`config.mk`:
```
export PLATFORM = sky130hd
export DESIGN_NAME = multi_channel_soft_timer_flat
export DESIGN_NICKNAME = d
export VERILOG_FILES = /design/src/design/mst_pkg.sv /design/src/design/mst_req_if.sv /design/src/design/mst_rsp_if.sv /design/src/design/mst_ram.sv /design/src/design/mst_ctrl.sv /design/src/design/mst_datapath.sv /design/src/design/multi_channel_soft_timer.sv /design/src/flat_wrapper.sv
export SDC_FILE = /design/constraint.sdc
export NUM_CORES = 2
export LEC_CHECK = 0
export BUFFER_PORTS_ARGS = -buffer_cell sky130_fd_sc_hd__buf_4
export CAP_MARGIN = 30
export CELL_PAD_IN_SITES_DETAIL_PLACEMENT = 2
export CELL_PAD_IN_SITES_GLOBAL_PLACEMENT = 2
export CORE_MARGIN = 10
export CORE_UTILIZATION = 49
export DETAILED_ROUTE_END_ITERATION = 10
export GPL_ROUTABILITY_DRIVEN = 1
export HOLD_SLACK_MARGIN = 0.06
export PLACE_DENSITY_LB_ADDON = 0.1
export SLEW_MARGIN = 10
export SYNTH_ARGS = -nofsm -noshare
export SYNTH_HDL_FRONTEND = slang
export SYNTH_SLANG_ARGS = --single-unit
```
`constraint.sdc`:
```
create_clock -name clk -period 11 [get_ports clk]
set_clock_uncertainty 0.2 [all_clocks]
set_input_delay 0.55 -clock clk [delete_from_list [all_inputs] [get_ports clk]]
set_output_delay 0.55 -clock clk [all_outputs]
set_load 0.01 [all_outputs]
```
`src/design/mst_pkg.sv`:
```
// Package for the multi-channel software timer table.
// Holds field widths, request and slot status codes, the slot record type and
// the command and status structs shared by the controller and the datapath.
package mst_pkg;

	localparam int NUM_SLOTS_DEF = 18;

	localparam int REQ_W = 3;
	localparam int HANDLE_W = 5;
	localparam int PERIOD_W = 32;
	localparam int FIRED_W = 18;

	localparam logic [REQ_W-1:0] REQ_TICK = 3'd0;
	localparam logic [REQ_W-1:0] REQ_CREATE = 3'd1;
	localparam logic [REQ_W-1:0] REQ_DELETE = 3'd2;
	localparam logic [REQ_W-1:0] REQ_ENABLE = 3'd3;
	localparam logic [REQ_W-1:0] REQ_DISABLE = 3'd4;
	localparam logic [REQ_W-1:0] REQ_CHPER = 3'd5;

	localparam logic [1:0] ST_FREE = 2'd0;
	localparam logic [1:0] ST_STOP = 2'd1;
	localparam logic [1:0] ST_RUN = 2'd2;

	typedef struct packed {
		logic [PERIOD_W-1:0] reload;
		logic [PERIOD_W-1:0] current;
		logic [1:0]          status;
		logic                rpt;
	} slot_rec_t;

	localparam int REC_W = $bits(slot_rec_t);

	typedef struct packed {
		logic load;
		logic sweep_rd;
		logic sweep_wr;
		logic single_rd;
		logic single_wr;
		logic finish;
	} dp_cmd_t;

	typedef struct packed {
		logic op_sweep;
		logic op_single;
		logic sweep_done;
		logic out_free;
	} dp_sts_t;

endpackage

```
`src/design/mst_req_if.sv`:
```
// Request channel of the software timer table.
// Depends on mst_pkg for the field widths.
interface mst_req_if;
	logic                          valid;
	logic                          ready;
	logic [mst_pkg::REQ_W-1:0]     req_type;
	logic [mst_pkg::HANDLE_W-1:0]  timer_handle;
	logic [mst_pkg::PERIOD_W-1:0]  period;
	logic                          repeat_req;
	logic                          start_running;

	modport source (output valid, req_type, timer_handle, period, repeat_req, start_running,
		input ready);
	modport sink (input valid, req_type, timer_handle, period, repeat_req, start_running,
		output ready);
endinterface

```
`src/design/mst_rsp_if.sv`:
```
// Response channel of the software timer table.
// Depends on mst_pkg for the field widths.
interface mst_rsp_if;
	logic                          valid;
	logic                          ready;
	logic [mst_pkg::HANDLE_W-1:0]  new_handle;
	logic [mst_pkg::FIRED_W-1:0]   fired_mask;
	logic                          accepted;

	modport source (output valid, new_handle, fired_mask, accepted, input ready);
	modport sink (input valid, new_handle, fired_mask, accepted, output ready);
endinterface

```
`src/design/mst_ram.sv`:
```
// Generic single-write, single-read RAM with a registered read port.
// No dependencies.
module mst_ram #(
	parameter int WIDTH = 8,
	parameter int DEPTH = 16,
	parameter int AW = (DEPTH > 1) ? $clog2(DEPTH) : 1
) (
	input  logic                     clk,
	input  logic                     we,
	input  logic [AW-1:0]            waddr,
	input  logic [WIDTH-1:0]         wdata,
	input  logic                     re,
	input  logic [AW-1:0]            raddr,
	output logic [WIDTH-1:0]         rdata
);

	logic [WIDTH-1:0] mem_q [DEPTH];

	always_ff @(posedge clk) begin
		if (we) begin
			mem_q[waddr] <= wdata;
		end
		if (re) begin
			rdata <= mem_q[raddr];
		end
	end

endmodule

```
`src/design/mst_ctrl.sv`:
```
// Controller state machine of the software timer table.
// Depends on mst_pkg for the command and status structs.
module mst_ctrl (
	input  logic             clk,
	input  logic             arst_n,
	input  logic             req_valid,
	output logic             req_ready,
	input  mst_pkg::dp_sts_t sts,
	output mst_pkg::dp_cmd_t cmd
);

	localparam logic [2:0] S_IDLE = 3'd0;
	localparam logic [2:0] S_DISPATCH = 3'd1;
	localparam logic [2:0] S_SWEEP = 3'd2;
	localparam logic [2:0] S_SINGLE = 3'd3;
	localparam logic [2:0] S_DONE = 3'd4;

	logic [2:0] state_q;
	logic [2:0] state_nxt;

	assign req_ready = (state_q == S_IDLE);

	always_comb begin
		cmd = '0;
		state_nxt = state_q;
		unique case (state_q)
			S_IDLE: begin
				if (req_valid) begin
					cmd.load = 1'b1;
					state_nxt = S_DISPATCH;
				end
			end
			S_DISPATCH: begin
				if (sts.op_sweep) begin
					cmd.sweep_rd = 1'b1;
					state_nxt = S_SWEEP;
				end else if (sts.op_single) begin
					cmd.single_rd = 1'b1;
					state_nxt = S_SINGLE;
				end else begin
					state_nxt = S_DONE;
				end
			end
			S_SWEEP: begin
				cmd.sweep_wr = 1'b1;
				if (sts.sweep_done) begin
					state_nxt = S_DONE;
				end else begin
					cmd.sweep_rd = 1'b1;
				end
			end
			S_SINGLE: begin
				cmd.single_wr = 1'b1;
				state_nxt = S_DONE;
			end
			S_DONE: begin
				if (sts.out_free) begin
					cmd.finish = 1'b1;
					state_nxt = S_IDLE;
				end
			end
			default: begin
				state_nxt = S_IDLE;
			end
		endcase
	end

	always_ff @(posedge clk or negedge arst_n) begin
		if (!arst_n) begin
			state_q <= S_IDLE;
		end else begin
			state_q <= state_nxt;
		end
	end

endmodule

```
`src/design/mst_datapath.sv`:
```
// Datapath of the software timer table: slot record RAM, valid bits, request
// and sweep registers, slot update logic and the result register.
// Depends on mst_pkg and mst_ram.
module mst_datapath #(
	parameter int NUM_SLOTS = mst_pkg::NUM_SLOTS_DEF
) (
	input  logic                          clk,
	input  logic                          arst_n,
	input  mst_pkg::dp_cmd_t              cmd,
	output mst_pkg::dp_sts_t              sts,
	input  logic [mst_pkg::REQ_W-1:0]     req_type,
	input  logic [mst_pkg::HANDLE_W-1:0]  timer_handle,
	input  logic [mst_pkg::PERIOD_W-1:0]  period,
	input  logic                          repeat_req,
	input  logic                          start_running,
	input  logic                          rsp_ready,
	output logic                          rsp_valid,
	output logic [mst_pkg::HANDLE_W-1:0]  new_handle,
	output logic [mst_pkg::FIRED_W-1:0]   fired_mask,
	output logic                          accepted
);

	localparam int IDX_W = (NUM_SLOTS > 1) ? $clog2(NUM_SLOTS) : 1;
	localparam int CNT_W = $clog2(NUM_SLOTS + 1);
	localparam int HCMP_W = CNT_W + mst_pkg::HANDLE_W;

	logic [mst_pkg::REQ_W-1:0]    req_type_q;
	logic [mst_pkg::PERIOD_W-1:0] period_q;
	logic                         rpt_q;
	logic                         run_q;
	logic                         slot_ok_q;
	logic [IDX_W-1:0]             slot_idx_q;
	logic [CNT_W-1:0]             rd_cnt_q;
	logic                         found_q;
	logic [NUM_SLOTS-1:0]         valid_q;
	logic                         vld_s1;
	logic                         rvld_s1;
	logic [IDX_W-1:0]             idx_s1;
	logic [mst_pkg::HANDLE_W-1:0] new_handle_q;
	logic [mst_pkg::FIRED_W-1:0]  fired_q;
	logic                         acc_q;
	logic                         out_valid_q;
	logic [mst_pkg::HANDLE_W-1:0] out_handle_q;
	logic [mst_pkg::FIRED_W-1:0]  out_fired_q;
	logic                         out_acc_q;

	logic                         rd_issue;
	logic [IDX_W-1:0]             rd_addr;
	logic [mst_pkg::REC_W-1:0]    rdata;
	mst_pkg::slot_rec_t           rec;
	mst_pkg::slot_rec_t           wr_rec;
	logic                         wr_en;
	logic                         set_vld;
	logic                         clr_vld;
	logic                         hit;
	logic                         found_now;
	logic                         fire;
	logic                         slot_ok_in;

	assign slot_ok_in = (timer_handle != '0)
		&& (HCMP_W'(timer_handle) <= HCMP_W'(NUM_SLOTS));

	assign rd_issue = cmd.single_rd
		|| (cmd.sweep_rd && (rd_cnt_q != CNT_W'(NUM_SLOTS)) && !found_q);
	assign rd_addr = cmd.single_rd ? slot_idx_q : rd_cnt_q[IDX_W-1:0];
	assign rec = rvld_s1 ? mst_pkg::slot_rec_t'(rdata) : '0;

	assign sts.op_sweep = (req_type_q == mst_pkg::REQ_TICK)
		|| (req_type_q == mst_pkg::REQ_CREATE);
	assign sts.op_single = slot_ok_q && ((req_type_q == mst_pkg::REQ_DELETE)
		|| (req_type_q == mst_pkg::REQ_ENABLE) || (req_type_q == mst_pkg::REQ_DISABLE)
		|| (req_type_q == mst_pkg::REQ_CHPER));
	assign sts.sweep_done = found_q || ((rd_cnt_q == CNT_W'(NUM_SLOTS)) && !vld_s1);
	assign sts.out_free = !out_valid_q || rsp_ready;

	always_comb begin
		wr_en = 1'b0;
		wr_rec = rec;
		set_vld = 1'b0;
		clr_vld = 1'b0;
		hit = 1'b0;
		found_now = 1'b0;
		fire = 1'b0;
		if (cmd.sweep_wr && vld_s1) begin
			if (req_type_q == mst_pkg::REQ_TICK) begin
				if (rec.status == mst_pkg::ST_RUN) begin
					wr_en = 1'b1;
					if (rec.current == '0) begin
						wr_rec.current = rec.reload;
						fire = 1'b1;
						if (!rec.rpt) begin
							wr_rec.status = mst_pkg::ST_STOP;
						end
					end else begin
						wr_rec.current = rec.current - 1'b1;
					end
				end
			end else if (!found_q && (rec.status == mst_pkg::ST_FREE)) begin
				wr_en = 1'b1;
				set_vld = 1'b1;
				found_now = 1'b1;
				hit = 1'b1;
				wr_rec.reload = period_q;
				wr_rec.current = period_q;
				wr_rec.status = run_q ? mst_pkg::ST_RUN : mst_pkg::ST_STOP;
				wr_rec.rpt = rpt_q;
			end
		end
		if (cmd.single_wr) begin
			case (req_type_q)
				mst_pkg::REQ_DELETE: begin
					clr_vld = 1'b1;
					hit = 1'b1;
				end
				mst_pkg::REQ_ENABLE: begin
					if (rec.status != mst_pkg::ST_FREE) begin
						wr_en = 1'b1;
						hit = 1'b1;
						wr_rec.current = rec.reload;
						wr_rec.status = mst_pkg::ST_RUN;
					end
				end
				mst_pkg::REQ_DISABLE: begin
					if (rec.status != mst_pkg::ST_FREE) begin
						wr_en = 1'b1;
						hit = 1'b1;
						wr_rec.status = mst_pkg::ST_STOP;
					end
				end
				mst_pkg::REQ_CHPER: begin
					wr_en = 1'b1;
					set_vld = 1'b1;
					hit = 1'b1;
					wr_rec.reload = period_q;
					wr_rec.current = period_q;
				end
				default: begin
				end
			endcase
		end
	end

	mst_ram #(
		.WIDTH(mst_pkg::REC_W),
		.DEPTH(NUM_SLOTS)
	) u_slot_ram (
		.clk  (clk),
		.we   (wr_en),
		.waddr(idx_s1),
		.wdata(wr_rec),
		.re   (rd_issue),
		.raddr(rd_addr),
		.rdata(rdata)
	);

	always_ff @(posedge clk or negedge arst_n) begin
		if (!arst_n) begin
			rd_cnt_q <= '0;
			found_q <= 1'b0;
			valid_q <= '0;
			vld_s1 <= 1'b0;
			out_valid_q <= 1'b0;
		end else begin
			if (cmd.load) begin
				rd_cnt_q <= '0;
				found_q <= 1'b0;
			end else begin
				if (rd_issue && !cmd.single_rd) begin
					rd_cnt_q <= rd_cnt_q + 1'b1;
				end
				if (found_now) begin
					found_q <= 1'b1;
				end
			end
			if (set_vld) begin
				valid_q[idx_s1] <= 1'b1;
			end else if (clr_vld) begin
				valid_q[idx_s1] <= 1'b0;
			end
			vld_s1 <= rd_issue;
			if (cmd.finish) begin
				out_valid_q <= 1'b1;
			end else if (rsp_ready) begin
				out_valid_q <= 1'b0;
			end
		end
	end

	always_ff @(posedge clk) begin
		if (cmd.load) begin
			req_type_q <= req_type;
			period_q <= period;
			rpt_q <= repeat_req;
			run_q <= start_running;
			slot_ok_q <= slot_ok_in;
			slot_idx_q <= IDX_W'(HCMP_W'(timer_handle) - HCMP_W'(1));
			new_handle_q <= '0;
			fired_q <= '0;
			acc_q <= (req_type == mst_pkg::REQ_TICK);
		end else begin
			if (fire) begin
				fired_q <= fired_q | (mst_pkg::FIRED_W'(1) << idx_s1);
			end
			if (found_now) begin
				new_handle_q <= mst_pkg::HANDLE_W'(CNT_W'(idx_s1) + CNT_W'(1));
			end
			if (hit) begin
				acc_q <= 1'b1;
			end
		end
		idx_s1 <= rd_addr;
		rvld_s1 <= valid_q[rd_addr];
		if (cmd.finish) begin
			out_handle_q <= new_handle_q;
			out_fired_q <= fired_q;
			out_acc_q <= acc_q;
		end
	end

	assign rsp_valid = out_valid_q;
	assign new_handle = out_handle_q;
	assign fired_mask = out_fired_q;
	assign accepted = out_acc_q;

endmodule

```
`src/design/multi_channel_soft_timer.sv`:
```
// Top level of the multi-channel software timer table.
// Depends on mst_pkg, mst_req_if, mst_rsp_if, mst_ctrl and mst_datapath.
//
//   Port   Direction  Beat contents
//   req    in         req_type, timer_handle, period, repeat_req, start_running
//   rsp    out        new_handle, fired_mask, accepted
//
// A tick visits every slot, one per cycle, through the single read port of the slot RAM.
// A create stops after the first free slot. Delete, enable, disable and change period touch
// only the addressed slot; a bad handle or an unused request code skips the slot RAM.
// Reset clears the valid bits of the slot RAM at once, so a slot never written reads
// as free with zero counts; there is no clearing pass.
// A new request is taken while the previous result still waits in the output register;
// the next result then holds in its last cycle until that register empties.
module multi_channel_soft_timer #(
	parameter int NUM_SLOTS = mst_pkg::NUM_SLOTS_DEF
) (
	input  logic        clk,
	input  logic        arst_n,
	mst_req_if.sink     req,
	mst_rsp_if.source   rsp
);

	mst_pkg::dp_cmd_t cmd;
	mst_pkg::dp_sts_t sts;

	mst_ctrl u_ctrl (
		.clk      (clk),
		.arst_n   (arst_n),
		.req_valid(req.valid),
		.req_ready(req.ready),
		.sts      (sts),
		.cmd      (cmd)
	);

	mst_datapath #(
		.NUM_SLOTS(NUM_SLOTS)
	) u_datapath (
		.clk          (clk),
		.arst_n       (arst_n),
		.cmd          (cmd),
		.sts          (sts),
		.req_type     (req.req_type),
		.timer_handle (req.timer_handle),
		.period       (req.period),
		.repeat_req   (req.repeat_req),
		.start_running(req.start_running),
		.rsp_ready    (rsp.ready),
		.rsp_valid    (rsp.valid),
		.new_handle   (rsp.new_handle),
		.fired_mask   (rsp.fired_mask),
		.accepted     (rsp.accepted)
	);

endmodule
```
`src/flat_wrapper.sv`:
```
// flat-port wrapper written by rule: the top's interface ports become plain ports
module multi_channel_soft_timer_flat 
#(
	parameter int NUM_SLOTS = mst_pkg::NUM_SLOTS_DEF
)
  (clk, arst_n, req_valid, req_req_type, req_timer_handle, req_period, req_repeat_req, req_start_running, req_ready, rsp_valid, rsp_new_handle, rsp_fired_mask, rsp_accepted, rsp_ready);
  mst_req_if req_i ();
  mst_rsp_if rsp_i ();
  input  logic clk;
  input  logic arst_n;
  input wire logic [$bits(req_i.valid)-1:0] req_valid;
  input wire logic [$bits(req_i.req_type)-1:0] req_req_type;
  input wire logic [$bits(req_i.timer_handle)-1:0] req_timer_handle;
  input wire logic [$bits(req_i.period)-1:0] req_period;
  input wire logic [$bits(req_i.repeat_req)-1:0] req_repeat_req;
  input wire logic [$bits(req_i.start_running)-1:0] req_start_running;
  output wire logic [$bits(req_i.ready)-1:0] req_ready;
  output wire logic [$bits(rsp_i.valid)-1:0] rsp_valid;
  output wire logic [$bits(rsp_i.new_handle)-1:0] rsp_new_handle;
  output wire logic [$bits(rsp_i.fired_mask)-1:0] rsp_fired_mask;
  output wire logic [$bits(rsp_i.accepted)-1:0] rsp_accepted;
  input wire logic [$bits(rsp_i.ready)-1:0] rsp_ready;
  assign req_i.valid = req_valid;
  assign req_i.req_type = req_req_type;
  assign req_i.timer_handle = req_timer_handle;
  assign req_i.period = req_period;
  assign req_i.repeat_req = req_repeat_req;
  assign req_i.start_running = req_start_running;
  assign req_ready = req_i.ready;
  assign rsp_valid = rsp_i.valid;
  assign rsp_new_handle = rsp_i.new_handle;
  assign rsp_fired_mask = rsp_i.fired_mask;
  assign rsp_accepted = rsp_i.accepted;
  assign rsp_i.ready = rsp_ready;
  multi_channel_soft_timer #(.NUM_SLOTS(NUM_SLOTS)) u_core (.clk(clk), .arst_n(arst_n), .req(req_i), .rsp(rsp_i));
endmodule
```
Word-level counts from Yosys, hierarchy flattened --
Memories as Yosys holds them, arrays and structs flattened. A register that Yosys moved wholly into a read port is not among the register bits. Index checks and enable logic that the tools add are counted. W data, S select, Z words.
Word-level totals: memories 1, logic and storage cells 156, RAM bits 1206, memory bits (read-only) 0, bits of input ports 46, latch bits 0, register bits 126, output and inout port bits 26
Operators by class: mux-type cells 72, multipliers 0, reduce and logical (&&, ||, !) cells 35, order comparisons 4, shifts and indexed selects 1, add/sub/neg operators 4, divide/modulo/power cells 0, equality and inequality tests 15, bitwise logic cells 4
Memory list:
- u_core.u_datapath.u_slot_ram.mem_q | words 18, width 67, read ports 1, clocked after memory_dff 1, wr ports 1, line mst_ram.sv:17 | logic [WIDTH-1:0] mem_q [DEPTH];
Operator list (number):
- $mux W67 | 3
- $mux W34 | 3
- $mux W32 | 3
- $mux W66 | 1
- $pmux W32 S2 | 1
- $mux W1 | 40
- $mux W18 | 2
- $or A18 B18 Y18 | 2
- $logic_not A32 Y1 | 1
- $sub A32 B1 Y32 const B | 1
- $and A18 B18 Y18 | 1
- $not A18 Y18 | 1
- $shl A1 B5 Y18 const A | 1
- $mux W3 | 5
- $mux W5 | 3
- $pmux W3 S5 | 1
- $eq A3 B2 Y1 const B | 4
- $lt A5 B6 Y1 const B | 2
- $reduce_bool A2 Y1 | 6
- $add A5 B1 Y5 const B | 2
- $eq A3 B3 Y1 const B | 3
- $logic_and A1 B1 Y1 | 9
- $logic_not A3 Y1 | 3
- $mux W2 | 4
- other kinds (19) | 33

Logic depth before layout (Yosys ltp) --
depth in word-level cells 12, mapped depth 14, gate-level depth less buffers 10

By module --
Synthesis repeated with hierarchy kept, for this count alone.
Unflattened totals: cells, all modules 3067, area, all modules 56065.0 µm²
Modules (own cells, without submodules):
- mst_ram | cells each 2168, times used 1, area an instance 48157.4 µm²
- mst_datapath | cells each 869, times used 1, area an instance 7646.1 µm²
- mst_ctrl | cells each 30, times used 1, area an instance 261.5 µm²

Least setup slack after synthesis --
Ideal clock, no wire load.
kind reg2reg, start reg u_core.u_datapath.u_slot_ram.rdata[1] (read register of u_core.u_datapath.u_slot_ram.mem_q), end mem u_core.u_datapath.u_slot_ram.mem_q[16][0] (netlist bit), enable pin, path buffers 2, clock period less this slack 5625 ps, cell stages (with the launch flop) 9, slack 5375 ps, arrival 4932 ps, path through edfxtp_1 o21ai_0 nor2b_1 clkbuf_1 nand2_1 a21oi_1 nor2_1 clkbuf_1 nor2_1
On the way: word-level cells in the longest chain between the ends 11, elaborated cells between the ends (all ways) 14, classes of those cells eq/ne: 1; mux: 10; reduce/logical: 3
Ends and longest elaborated chain:
- start: declaration | line mst_ram.sv:14 | output logic [WIDTH-1:0] rdata
- $mux W67 (*) | line mst_datapath.sv:66 | assign rec = rvld_s1 ? mst_pkg::slot_rec_t'(rdata) : '0;
- $logic_not A2 Y1 | line mst_datapath.sv:98 | end else if (!found_q && (rec.status == mst_pkg::ST_FREE)) begin
- $logic_and A1 B1 Y1 | line mst_datapath.sv:98
- $mux W1 | line mst_datapath.sv:98
- $mux W1 | line mst_datapath.sv:85 | if (req_type_q == mst_pkg::REQ_TICK) begin
- $mux W1 | line mst_datapath.sv:84 | if (cmd.sweep_wr && vld_s1) begin
- $mux W1 | line mst_datapath.sv:116, mst_datapath.sv:124
- $pmux W1 S2 | line mst_datapath.sv:110 | case (req_type_q)
- $mux W1 (*) | line mst_datapath.sv:109 | if (cmd.single_wr) begin
- $mux W1 (*) | line mst_ram.sv:20 | if (we) begin
- $mux W1 (not written as such) (*) | line mst_ram.sv:21 | mem_q[waddr] <= wdata;
- end: declaration | line mst_ram.sv:17
Every way passes the cells marked *; elsewhere a longest branch is shown, timed or not.

Final worst setup path --
start reg u_core.u_datapath.req_type_q[1] (netlist bit), end reg u_core.u_datapath.u_slot_ram.rdata[50] (read register of u_core.u_datapath.u_slot_ram.mem_q) (data pin)
On the way: word-level cells in the longest chain between the ends 9, elaborated cells between the ends (all ways) 20, classes of those cells eq/ne: 5; mux: 6; reduce/logical: 9
Ends and longest elaborated chain:
- start: declaration | line mst_datapath.sv:27 | logic [mst_pkg::REQ_W-1:0] req_type_q;
- start signal: assignment | line mst_datapath.sv:191 | req_type_q <= req_type;
- $eq A3 B2 Y1, on equally long branches | line mst_datapath.sv:70, mst_datapath.sv:71
- $logic_or A1 B1 Y1 (2 in a row) | line mst_datapath.sv:71 | || (req_type_q == mst_pkg::REQ_ENABLE) || (req_type_q == mst_pkg::REQ_DISABLE)
- $logic_or A1 B1 Y1 | line mst_datapath.sv:72 | || (req_type_q == mst_pkg::REQ_CHPER));
- $logic_and A1 B1 Y1 | line mst_datapath.sv:70 | assign sts.op_single = slot_ok_q && ((req_type_q == mst_pkg::REQ_DELETE)
- $mux W1 | line mst_ctrl.sv:37 | end else if (sts.op_single) begin
- $mux W1 | line mst_ctrl.sv:34 | if (sts.op_sweep) begin
- $mux W1 | line mst_ctrl.sv:26 | unique case (state_q)
- $mux W5 / $logic_or A1 B1 Y1 (equally long branches) | line mst_datapath.sv:65, mst_datapath.sv:64
Parallel ways exist; a longest one is shown, timed or not. A chain may end at the register's enable or synchronous reset.

==> impl_metrics.env <==
export IMPL_run_status="complete, no violations"
export IMPL_coreArea_um2=112700
export IMPL_cp_slowest_cell="a21boi_1"
export IMPL_relSlewSlack=0.2606
export IMPL_ys_types=76
export IMPL_period_needed_ns=6.230
export IMPL_drtIter0Drc=5797
export IMPL_grt_first_pass_wirelength_um=334500
export IMPL_ys_warn_count=0
export IMPL_drc=0
export IMPL_crit_start="u_core.u_datapath.req_type_q[1]"
export IMPL_antenna_left=0
export IMPL_start_kind="flip-flop"
export IMPL_reg2reg_from="u_core.u_datapath.req_type_q[1]"
export IMPL_period_share=0.5664
export IMPL_cts_root_buffer_cell="clkbuf_16"
export IMPL_cts_path_max_buffers=3
export IMPL_insertion_delay_ns=0.83
export IMPL_maxCapViolCount=0
export IMPL_rsz0062_at_grt="no"
export IMPL_cp_common_cell="buf_4"
export IMPL_stdcell_area_um2=64130
export IMPL_fin_setup_tns_ns=0
export IMPL_cellPowerDensity_nw_per_um2=258.4
export IMPL_grt_max_degree=108
export IMPL_end_kind="flip-flop"
export IMPL_r2r_end="u_core.u_datapath.u_slot_ram.rdata[50]"
export IMPL_hold_viol_final=0
export IMPL_h_tree_depth=4
export IMPL_power_w=0.01657
export IMPL_place_hpwl_um=135500
export IMPL_max_stage_delay_ns=0.78
export IMPL_fmaxAchievable_mhz=160.5
export IMPL_dp_cells=5424
export IMPL_routed_via_density=7.051
export IMPL_layout_cells_non_filler=5755
export IMPL_crit_fanout=40
export IMPL_syn_to_final_growth_pct=15.15
export IMPL_crit_required_ns=11.29
export IMPL_dieArea_um2=127500
export IMPL_clkTransAtPathRegs_ns=0.07
export IMPL_routabilityCongestion=0.8503
export IMPL_syn_inst=3969
export IMPL_drive_gt1_frac=0.1167
export IMPL_endpoint="u_core.u_datapath.u_slot_ram.rdata[50]"
export IMPL_grt_pass1_vias=43252
export IMPL_synth_edff_count=1341
export IMPL_holdCritPathClass="input pin to asynchronous set/reset pin"
export IMPL_p_leak_nw=21.22
export IMPL_routed_wl_um=238800
export IMPL_syn_avg_cell_area_um2=14.03
export IMPL_die_y_um=357.1
export IMPL_route_vias_total=40581
export IMPL_r2r_cells=12
export IMPL_die_width_um=357.1
export IMPL_crit_arrival_ns=6.52
export IMPL_worst_slew_pin_slew_ns=1.098
export IMPL_wl_per_cell_um=41.49
export IMPL_firstDrtPassIters=9
export IMPL_placed_area_um2=58850
export IMPL_drv_slew=0
export IMPL_critical_path_class="flip-flop to flip-flop"
export IMPL_tritoncts="built"
export IMPL_synth_area_um2=55690
export IMPL_start_util=0.4943
export IMPL_ys_ff_latch=1399
export IMPL_setup_viol=0
export IMPL_path_cells="inv_1 -> ha_1 -> and3b_1 -> nand2_1 -> a21boi_1 -> inv_6 -> buf_4 -> nand2_4 -> buf_4 -> a21oi_1 -> nor4_1 -> a221oi_1"
export IMPL_syn_nets=4027
export IMPL_final_nets=4186
export IMPL_cts_buffers=149
export IMPL_post_route_util=0.5693
export IMPL_synth_top_flop_cell="edfxtp_1"
export IMPL_cts_sinks=1399
export IMPL_io_pin_count=72
export IMPL_cts_resized=0
export IMPL_grt_antenna_before_repair=13
export IMPL_row_count=123
export IMPL_ys_seq_area_frac=0.7465
export IMPL_overflow=0
export IMPL_synth_async_reset_ratio=0.02073
export IMPL_grt_usage=0.3679
export IMPL_ir_drop_v=0.0001865
export IMPL_io_buffers=71
export IMPL_rrSetupSlack_ns=4.77
[per-layer routing]
layer / share of wire / up-vias / GRT usage
li1: - / 15528 / -
met1: 0.36 / 21113 / 0.4543
met2: 0.48 / 2993 / 0.5982
met3: 0.096 / 933 / 0.08155
met4: 0.064 / 14 / 0.2082
met5: 0.00039 / - / 0
[layout make-up]
type                            instances  area, um2
Antenna cell                            4      10.01
Clock buffer                          181       3963
Clock inverter                         93      696.9
Fill cell                           10007      48530
Inverter                               17      81.33
Multi-Input combinational cell       2297      13420
Sequential cell                      1399      41580
Tap cell                             1500       1877
Timing Repair Buffer                  264       2504
[worst min-delay path by stage]
stage                                      start                              end  slack (ns)  cells past startpoint
floorplan                                 arst_n       asynchronous set/reset pin        0.05                      0
global placement         u_core.u_datapath.acc_q       u_core.u_datapath.accepted        0.20                      0
detailed placement  u_core.u_datapath.fired_q[9]  u_core.u_datapath.fired_mask[9]        0.22                      0
CTS                                       arst_n       asynchronous set/reset pin        0.06                      2
global route                              arst_n       asynchronous set/reset pin        0.11                      2
finish                                    arst_n       asynchronous set/reset pin        0.09                      2
[cells in the final DEF (no fill, tap or decap), types with 14 or more instances in the layout]
master / count
nand2_1: 818
o21ai_0: 173
dfrtp_1: 29
clkinv_1: 42
a21oi_1: 180
a22oi_1: 14
a221oi_1: 141
dfxtp_1: 28
mux2i_1: 211
nor2_1: 76
nor2_4: 23
clkbuf_1: 24
nor3_1: 17
clkbuf_16: 152
nand3_1: 244
clkinv_2: 24
buf_4: 190
a32oi_1: 73
edfxtp_1: 1341
nor4_1: 73
dlygate4sd3_1: 44
a31oi_1: 18
[metrics by stage]
stage	setup WS, ns	hold WS, ns
6_report	4.770	0.08622
3_5_place_dp	5.068	0.2192
2_1_floorplan	5.375	0.05441
3_3_place_gp	5.117	0.2025
5_1_grt	4.704	0.1058
4_1_cts	4.839	0.06295
[logic make-up (layout without fill, tap and decap cells)]
| logic type | count (synthesis) | in the layout | share of synthesized area |
|---|---|---|---|
| adder cells (fa/ha/maj) | 12 | 12 | 0.002696 |
| AO/OA/AOI/OAI | 717 | 717 | 0.08625 |
| flip-flops | 1399 | 1399 | 0.7465 |
| XOR/XNOR | 18 | 18 | 0.002831 |
| other | 0 | 4 | 0 |
| buffers and inverters | 273 | 555 | 0.01896 |
| multiplexers | 215 | 215 | 0.03871 |
| AND/OR/NAND/NOR | 1335 | 1335 | 0.1040 |
[synthesized netlist by cell type (all sizes together), types with 10 or more instances]
cell type	n	area, um2
buf	39	177.7
ha	12	150.1
and2	10	62.56
o21ai	190	954.7
nor2	101	379.1
clkbuf	217	814.5
a32oi	73	639.4
edfxtp	1341	40270
nor3	18	90.09
inv	16	60.06
mux2i	212	2122
nand2	820	3078
dfxtp	29	580.6
nand3	244	1221
and3	12	75.07
a221oi	141	1235
a222oi	10	100.1
a211oi	10	75.07
a31oi	18	112.6
a22oi	14	105.1
a21oi	181	905.9
nor4	75	499.2
dfrtp	29	725.7
a22o	12	105.1
[sequential cells by signal (all words and copies together) (netlist names), named ones only]
name / count
u_core.u_datapath.u_slot_ram.rdata: 67
u_core.u_datapath.found_q: 1
u_core.u_datapath.slot_idx_q: 5
u_core.u_datapath.accepted: 1
u_core.u_datapath.rpt_q: 1
u_core.u_ctrl.state_q: 3
u_core.u_datapath.rd_cnt_q: 5
u_core.u_datapath.period_q: 32
u_core.u_datapath.idx_s1: 5
u_core.u_datapath.slot_ok_q: 1
u_core.u_datapath.req_type_q: 3
u_core.u_datapath.fired_mask: 18
u_core.u_datapath.fired_q: 18
u_core.u_datapath.rvld_s1: 1
u_core.u_datapath.acc_q: 1
u_core.u_datapath.new_handle_q: 5
u_core.u_datapath.u_slot_ram.mem_q: 1206
u_core.u_datapath.vld_s1: 1
u_core.u_datapath.run_q: 1
u_core.u_datapath.rsp_valid: 1
u_core.u_datapath.new_handle: 5
[what timing repair did]
item / in CTS / in global routing
endpoints found under the hold margin: 73 / 0
hold buffers: 44 / 0
setup buffers: 0 / 0
[report_power, final]
group / total, W / internal, W / switching [W]
clock: 0.00507 / 0.00276 / 0.00231
sequential: 0.00705 / 0.00660 / 0.000447
combinational: 0.00444 / 0.00110 / 0.00335
total: 0.0166 / 0.0105 / 0.00611
[worst max-delay path, delay by kind of cell (launching register included)]
family	cells	cell delay, ns
AND/OR/NAND/NOR	4	1.93
buffers and inverters	4	1.66
AO/OA/AOI/OAI	3	1.04
flip-flops	1	0.55
adder cells (fa/ha/maj)	1	0.40
Power figures use the tool's default switching activity.
